--- src/rtl/utcd_pkg.sv ---
// ----------------------------------------------------------------------------
// utcd_pkg
// Shared constants, types and helpers of the Unix time to civil date unit.
// ----------------------------------------------------------------------------
package utcd_pkg;

	localparam int SECS_W     = 32;
	localparam int TZ_W       = 5;
	localparam int YEAR_W     = 12;
	localparam int MONTH_W    = 4;
	localparam int DAY_W      = 5;
	localparam int HOUR_W     = 5;
	localparam int MINUTE_W   = 6;
	localparam int SECOND_W   = 6;

	localparam int STAGES     = 8;

	localparam int SecsPerHour    = 3600;
	localparam int SecsPerDay     = 86400;
	localparam int EpochShift     = 719468;
	localparam int DaysPerEra     = 146097;
	localparam int PlausibleYear  = 2020;

	// reciprocals: floor(n / d) == (n * M) >> S over the stated input range
	localparam int RecipDay675    = 101806633;  // n < 2**26, shift 36
	localparam int RecipHour225   = 9321;       // n < 2**13, shift 21
	localparam int RecipMin15     = 1093;       // n < 2**10, shift 14
	localparam int Recip1460      = 367720;     // n < 2**18, shift 29
	localparam int Recip365       = 367720;     // n < 2**18, shift 27
	localparam int Recip153       = 3427;       // n < 2**11, shift 19

	typedef struct packed {
		logic [STAGES-1:0] en;
		logic [STAGES-1:0] vld;
	} utcd_pipe_t;

	// first day of the shifted month (March based) within the year
	function automatic logic [8:0] month_start(input logic [3:0] mp);
		logic [8:0] r;
		case (mp)
			4'd0:    r = 9'd0;
			4'd1:    r = 9'd31;
			4'd2:    r = 9'd61;
			4'd3:    r = 9'd92;
			4'd4:    r = 9'd122;
			4'd5:    r = 9'd153;
			4'd6:    r = 9'd184;
			4'd7:    r = 9'd214;
			4'd8:    r = 9'd245;
			4'd9:    r = 9'd275;
			4'd10:   r = 9'd306;
			4'd11:   r = 9'd337;
			default: r = 9'd0;
		endcase
		return r;
	endfunction

endpackage

--- src/rtl/utcd_pipe_ctrl.sv ---
// ----------------------------------------------------------------------------
// utcd_pipe_ctrl
// Per-stage valid bits and load enables; a stage loads when it is empty or
// its successor loads, so bubbles close up under backpressure.
// ----------------------------------------------------------------------------
module utcd_pipe_ctrl import utcd_pkg::*; (
	input  logic       clk,
	input  logic       arst_n,
	input  logic       in_valid,
	input  logic       out_ready,
	output utcd_pipe_t pipe
);

	logic [STAGES-1:0] vld_q;
	logic [STAGES-1:0] en;

	always_comb begin
		en[STAGES-1] = !vld_q[STAGES-1] || out_ready;
		for (int k = STAGES - 2; k >= 0; k--) begin
			en[k] = !vld_q[k] || en[k+1];
		end
	end

	always_ff @(posedge clk or negedge arst_n) begin
		if (!arst_n) begin
			vld_q <= '0;
		end else begin
			if (en[0]) vld_q[0] <= in_valid;
			for (int k = 1; k < STAGES; k++) begin
				if (en[k]) vld_q[k] <= vld_q[k-1];
			end
		end
	end

	assign pipe.en  = en;
	assign pipe.vld = vld_q;

endmodule

--- config.mk ---
export PLATFORM = sky130hd
export DESIGN_NAME = utcd_pipe_ctrl
export DESIGN_NICKNAME = d
export VERILOG_FILES = /design/src/rtl/utcd_pkg.sv /design/src/rtl/utcd_pipe_ctrl.sv
export SDC_FILE = /design/constraint.sdc
export NUM_CORES = 1
export LEC_CHECK = 0
export BUFFER_PORTS_ARGS = -buffer_cell sky130_fd_sc_hd__buf_2
export CORE_AREA = 2 2 39 41
export DETAILED_ROUTE_END_ITERATION = 7
export DIE_AREA = 0 0 41 43
export HOLD_SLACK_MARGIN = 0.02
export PLACE_DENSITY = 0.61
export SLEW_MARGIN = 30
export SYNTH_ARGS = -nofsm -noshare
export SYNTH_HDL_FRONTEND = slang
export SYNTH_SLANG_ARGS = --single-unit
--- constraint.sdc ---
create_clock -name clk -period 1.25 [get_ports clk]
set_input_delay 0.25 -clock clk [delete_from_list [all_inputs] [get_ports clk]]
set_output_delay 0.25 -clock clk [all_outputs]
set_load 0.005 [all_outputs]
**After elaboration in Yosys (flattened, before gate mapping)**

Cells that the tools add are included.

- Bits of input ports: 4
- Register bits: 8
- Output and inout port bits: 16
- Word-level logic and storage cells: 24

- Reduce and logical (&&, ||, !) cells: 16

Operators by type and width:

| operator | count |
|---|---|
| logical NOT 1 bit | 8 |
| logical OR 1 bit | 8 |

**Longest topological paths before layout**

Gate-level depths: netlist (run 1).

- Depth in word-level cells: 9
- Depth in mapped cells: 3

**Least setup slack after synthesis (run 1)**

OpenSTA, ideal clock, no wires.

- Path kind: register to output
- Start: reg vld_q[6]
- End: out pipe[8] in the netlist's numbering
- Data arrival time: 0.842 ns
- Slack: 0.158 ns
- Path buffers: 1
- Cell stages (with the launch flop): 4
- Path through: dfrtp_1 > and4b_4 > buf_6 > nand4_1

RTL lines:

| what | line | RTL |
|---|---|---|
| start: declaration | utcd_pipe_ctrl.sv:14 | `logic [STAGES-1:0] vld_q;` |
| start signal: indexed assignment | utcd_pipe_ctrl.sv:30 | `if (en[k]) vld_q[k] <= vld_q[k-1];` |
| end: declaration | utcd_pipe_ctrl.sv:11 | `output utcd_pipe_t pipe` |

==> summary.md, run 1 <==
| Metric | Value |
|---|---|
| Core Area | 1384 um2 |
| First-pass DRT Iterations | 3 |
| Count leader, synth | dfrtp_1 |
| Post-synth design cell area | 339.1 um2 |
| Sequential area share after synthesis | 0.5904 |
| Worst hold path depth | 2 |
| CP top delay family | flip-flops |
| Area grow syn2layout | 63.47% |
| Antenna cells | 0 |
| WP buf/inv | 1 |
| Synthesis Warnings | 0 |
| Initial core utilization | 0.2450 |
| Max_cap viols | 0 |
| H-tree levels | 1 |
| Number of global-route vias before repair | 324 |
| Hold Path Class | in2reg |
| PortBufs | 19 |
| CP required | 1.00 ns |
| Maximum buffer depth of the clock tree | 2 |
| Congestion Overflow GR | 0 |
| Crit end category | output pin |
| Syn Inst Count | 28 |
| Slew of the pin with the lowest slew margin | ~0.19 ns |
| Startpoint types | flop |
| Worst-path clk slew | ~0.06 ns |
| Ys async rst share | 1.000 |
| RSZ-0062 raised after global routing | yes |
| Arr. time, crit path | between 1 and 1.5 ns |
| Peak supply drop | 0.6886 mV |
| Unique masters post-synth | 16 |
| Syn_area_per_cell | 12.11 um2 |
| Worst Skew | between 0.009 and 0.01 ns |
| CTS root buf | clkbuf_4 |
| Multi-input gate area | between 100 and 150 um2 |
| Worst Hold Launch | in_valid |
| Top_reg_cell synth | dfrtp_1 |
| First-pass GRT wire length | 1400 um |
| Worst r2r src | vld_q[5] |
| Clk_lat worst skew | 0.25 ns |
| Final nets | 64 |
| GRT Overall Usage | 0.1245 |
| Seq. cell area | between 200 and 250 um2 |
| Kind of critical path | reg2out |
| Number of enable flip-flop cells after synthesis | 0 |
| Finish-stage setup viols | 9 |
| Row count | 14 |
| Initial DRC count | 13 |
| Final Max Tran Viols | 0 |
| Synth area leader | dfrtp_1 |
| Share of layout cells above drive strength 1 | 0.6034 |
| Vias/cell | about 4.7 |
| Ordered list of cells on the worst path | and4b_4 > nand4_1 > buf_2 |
| Routed WL | 960 um |
| CTS Sinks | 8 |
| Max Clk Rate | ~700 MHz |
| Failing checks | negative setup slack |
| DRC | 0 |
| Biggest regs | vld_q x8 |
| Hold Vio Cnt, Final | 0 |
| FF-to-FF setup slack | 0.06 ns |
| Final Power | between 0.0008 and 0.0009 W |
| Worst-case reg-to-reg path depth | 3 |
| Largest net degree at the start of global routing | 9 |
| Routed Antenna Nets | 0 |
| Leakage | between 0.2 and 0.3 nW |
| Fin util | 0.4005 |
| Worst path slowest cell | dfrtp_1 |
| Final worst setup slack | -0.1697 ns |
| Top cells by area, synth | dfrtp_1 (59%), nand2b_1 (5.5%), a21o_1 (4.4%), and4b_4 (4.1%), buf_6 (3.3%) |
| Reg with most FFs | vld_q |
| I/O Pins | 20 |
| Slew margin rel. | 0.8745 |
| Die width | 41 um |
| Synth top area share | 0.5904 |
| Placer Congestion | 0.6797 |
| Outcome | finished, violations left |
| # fillers | 147 |
| Top post-synthesis cells by count | dfrtp_1 (8), nand2b_1 (3), a21o_1 (2), nand2_1 (2), nand3_1 (2) |
| Count of state elements after synthesis | 8 |
| Crit. path cell count | 3 |
| Tcrit/Tclk final | 1.136 |
| Hold endpoint | vld_q[0] |
| PwrDens | about 1600 nW/um2 |
| Die Height | ~43 um |
| Total number of vias | between 300 and 400 |
| RR Endpoint | vld_q[3] |
| Slowest stage delay, CP | 0.40 ns |
| Initial antenna violation count | 0 |
| Avg WL per Cell | around 13 um |
| Final min period | about 1.4 ns |
| Syn nets | 32 |
| CP max FO | 5 |
| Max FFs per register | 8 |
| TritonCTS clock tree | yes |
| Die area | between 1500 and 2000 um2 |
| Total CTS buffers | 3 |
-- metal layers --
metal  up-vias  share of wire  track usage
li1        162              -            -
met1       173           0.41       0.1419
met2        13           0.51       0.1844
met3         0          0.073      0.07853
met4         0              0      0.04000
met5         -              0            0
-- worst max-delay path by stage --
stage	startpoint	endpoint	slack [ns]
floorplan	vld_q[6]	pipe[8]	0.16
global placement	out_ready	pipe[8]	0.03
detailed placement	out_ready	pipe[8]	0.007
CTS	vld_q[6]	pipe[8]	-0.17
global route	vld_q[6]	pipe[8]	-0.22
finish	vld_q[6]	pipe[8]	-0.17
-- what timing repair did --
| item | 4_1_cts | 5_1_grt |
|---|---|---|
| buffers inserted | 3 | 2 |
| hold buffers | 1 | 0 |
| gates resized for setup | 0 | 3 |
| endpoints found under the setup margin | 6 | 8 |
| pin swaps | 3 | 2 |
| hold endpoints to repair | 8 | 0 |
| cloned | 1 | 0 |
-- cell usage in the layout (no fill, tap or decap) --
master,n
a31o_1,1
nand2b_1,2
nand4_1,1
inv_1,1
and4b_4,1
clkbuf_4,3
or2_1,1
nand2b_4,1
dlygate4sd3_1,1
a41o_1,1
a21o_1,2
nand3_1,2
buf_2,19
and3_2,1
dfrtp_1,8
nand3b_1,1
buf_4,7
nand2_1,2
and4b_2,1
a31o_2,1
buf_6,1
-- through the flow --
stage	hold slack [ns]	cell area, um2	std cells	TNS, ns	setup slack (ns)
floorplan	-0.04559	339.1	28	0	0.1577
global placement	0.1003	460.4	64	0	0.03316
detailed placement	0.1018	460.4	64	0	0.007161
CTS	0.1947	526.8	72	-0.8623	-0.1704
global route	0.2056	554.3	74	-1.488	-0.2216
finish	0.2028	554.3	74	-1.105	-0.1697
-- final cells by class --
cell class              count  share of cell area
repair buffers             28              0.3047
flip-flops and latches      8              0.3612
multi-input cells          18              0.2506
well taps                  16             0.03612
inverters                   1            0.006772
clock buffers               3             0.04063
-- cells by family after synthesis --
family	synth area share
AOI/OAI and AO/OA	0.1255
buffers and inverters	0.05901
DFF	0.5904
and+or+nand+nor	0.2251
-- power breakdown --
part	switching, W	internal [W]	total [W]
clock network	0.0000864	0.000110	0.000196
registers	0.0000384	0.000303	0.000342
logic	0.000142	0.000185	0.000327
total	0.000267	0.000598	0.000865
Power figures use the tool's default switching activity.
==> run 2: changes to the inputs <==
--- a/config.mk
+++ b/config.mk
@@ -10,7 +10,9 @@
 export DETAILED_ROUTE_END_ITERATION = 7
 export DIE_AREA = 0 0 41 43
 export HOLD_SLACK_MARGIN = 0.02
+export MAX_ROUTING_LAYER = met4
 export PLACE_DENSITY = 0.61
+export SETUP_SLACK_MARGIN = 0.15
 export SLEW_MARGIN = 30
 export SYNTH_ARGS = -nofsm -noshare
 export SYNTH_HDL_FRONTEND = slang
==> constraint.sdc (replaced) <==
create_clock -name clk -period 1.5 [get_ports clk]
set_input_delay 0.3 -clock clk [delete_from_list [all_inputs] [get_ports clk]]
set_output_delay 0.3 -clock clk [all_outputs]
set_load 0.005 [all_outputs]
==> run 2 against run 1 <==
  * The flow now finishes without violations
  * Largest power group unchanged
  * Clock skew shrank 0.0061 ns
  * Total power shrank 20%
  * Largest cell class unchanged
  * Design area shrank 5.4%
==> summary.md, run 2 (synthesis gave the netlist of run 1 again) <==
| Metric | Value |
|---|---|
| DRC | 0 (unchanged) |
| Startpoint types | flop |
| Peak supply drop | 0.3200 mV (-54%) |
| Vias/cell | 4.718 (+0.33%) |
| Congestion Overflow GR | 0 (unchanged) |
| Antenna cells | 0 (unchanged) |
| Slew of the pin with the lowest slew margin | 0.1857 ns (-0.002584 ns) |
| CTS root buf | clkbuf_4 |
| Row count | 14 (unchanged) |
| H-tree levels | 1 (unchanged) |
| Number of global-route vias before repair | 316 (-2.5%) |
| Kind of critical path | reg2out |
| Hold Vio Cnt, Final | 0 (unchanged) |
| Final min period | 1.425 ns |
| PwrDens | 1319 nW/um2 (-15%) |
| Worst path slowest cell | dfrtp_1 |
| Die Height | 43 um (unchanged) |
| Met2 Resource Use GR | 0.1688 (-0.01563) |
| Post-route cell area | 524.3 um2 (-5.4%) |
| Final Max Tran Viols | 0 (unchanged) |
| Worst Skew | 0.003622 ns (-0.006060 ns) |
| Met1 GRT Util | 0.1192 (-0.02271) |
| # fillers | 151 (+2.7%) |
| Max FFs per register | 8 (unchanged) |
| Arr. time, crit path | 1.12 ns (-0.05 ns) |
| First-pass GRT wire length | 1283 um (-8.4%) |
| Dpl hpwl | 567.3 um |
| Total number of vias | 335 (-3.7%) |
| Avg WL per Cell | 11.94 um (-7.9%) |
| Clk_lat worst skew | 0.25 ns (about the same) |
| Leakage | 0.2432 nW (-8.3%) |
| Met3 usage | 0.03141 (-0.04712) |
| Max Clk Rate | around 700 MHz |
| PortBufs | 19 (unchanged) |
| Slew margin rel. | 0.8762 (+0.001723) |
| Largest net degree at the start of global routing | 9 (unchanged) |
| Fin util | 0.3788 (-0.02170) |
| Maximum buffer depth of the clock tree | 2 (unchanged) |
| Cell area after placement | 437.9 um2 (-4.9%) |
| Share of layout cells above drive strength 1 | 0.5636 (-0.03981) |
| Area grow syn2layout | 54.61% |
| CP top delay family | simple AND/OR/NAND/NOR gates |
| Initial DRC count | 5 (-8) |
| Reg with most FFs | vld_q |
| CP max FO | 6 (+1) |
| Total CTS buffers | 3 (unchanged) |
| WP buf/inv | 1 (unchanged) |
| Routed Antenna Nets | 0 (unchanged) |
| Biggest regs | vld_q x8 |
| CP required | 1.20 ns (+0.20 ns) |
| Core Area | 1384 um2 (unchanged) |
| Die width | 41 um (unchanged) |
| First-pass DRT Iterations | 3 (unchanged) |
| Initial core utilization | 0.2450 (unchanged) |
| Initial antenna violation count | 0 (unchanged) |
| Most common cell after layout, fill and taps aside | buf_2 |
| Crit end category | output pin |
| Placer Congestion | 0.6367 (-6.3%) |
| RSZ-0062 raised after global routing | yes |
| Finish-stage setup viols | 0 (-9) |
| I/O Pins | 20 (unchanged) |
| Outcome | complete, no violations |
| Layout Cells excl Fill | 71 (-4.1%) |
| Die area | 1763 um2 (unchanged) |
| Placed insts | 61 (-4.7%) |
| Hold Path Class | in2reg |
| Routed WL | 848 um (-12%) |
| Slowest stage delay, CP | 0.35 ns (-0.05 ns) |
| TritonCTS clock tree | yes |
| Most frequent cells in the layout | buf_2 (19), dfrtp_1 (8), buf_4 (5), nand2b_1 (3), clkbuf_4 (3) |
| CTS Sinks | 8 (unchanged) |
| Final nets | 61 (-4.7%) |
| Max_cap viols | 0 (unchanged) |
| Worst-path clk slew | 0.05 ns (about the same) |
| Ordered list of cells on the worst path | and4b_4 > nand4_1 > buf_2 |
| Grt peak-use layer | met2 |
| Final setup TNS | 0 ns (+1.105 ns) |
| Tcrit/Tclk final | 0.9498 |
| GRT Overall Usage | 0.1184 (-0.006114) |
==> run 2: cell types whose count changed in the layout (fill, tap and decap cells not counted), sizes merged <==
cell  change
buf       -3
==> run 2: worst paths after layout <==
path                          start  endpoint  slack [ns]  depth (start not counted)
max in group asynchronous    arst_n  vld_q[3]        0.91                          2
hold / removal             in_valid  vld_q[0]        0.24                          2
hold reg to reg            vld_q[2]  vld_q[3]        0.50                          1
min in group asynchronous    arst_n  vld_q[5]        0.42                          2
setup reg to reg           vld_q[5]  vld_q[3]        0.24                          4
setup / recovery           vld_q[7]   pipe[8]        0.08                          3
==> run 2: final cells by class <==
cell class                      instances  area, um2  share of cell area
Sequential cell                         8      200.2              0.3819
Tap cell                               16      20.02             0.03819
Multi-Input combinational cell         18      135.1              0.2578
Timing Repair Buffer                   25      142.6              0.2721
Inverter                                1      3.754            0.007160
Clock buffer                            3      22.52             0.04296
==> run 2: layer usage <==
metal / up-vias / wire length (um)
li1: 157 / -
met1: 161 / 325
met2: 13 / 424
met3: 4 / 66
met4: 0 / 32
met5: - / 0
==> run 2: stage by stage <==
stage           power, W  hold slack (ns)  setup slack (ns)
4_1_cts        0.0006992           0.2314           0.06366
3_3_place_gp   0.0004709           0.1479            0.1414
3_5_place_dp   0.0004742           0.1516            0.1338
5_1_grt        0.0007355           0.2343           0.01106
6_report       0.0006913           0.2351           0.07526
2_1_floorplan  0.0003995         0.004409            0.3577
==> run 2: repair_timing <==
action	4_1_cts	5_1_grt
endpoints found under the hold margin	8	0
hold buffers	1	0
pin swaps	2	2
setup buffers	5	0
endpoints found under the setup margin	6	6
gates cloned	1	0
gates resized for setup	2	0
==> run 2: report_power, final <==
group	total (W)	switching [W]	internal (W)
Clock	0.000163	0.0000716	0.0000914
Sequential	0.000281	0.0000280	0.000253
Combinational	0.000248	0.000110	0.000137
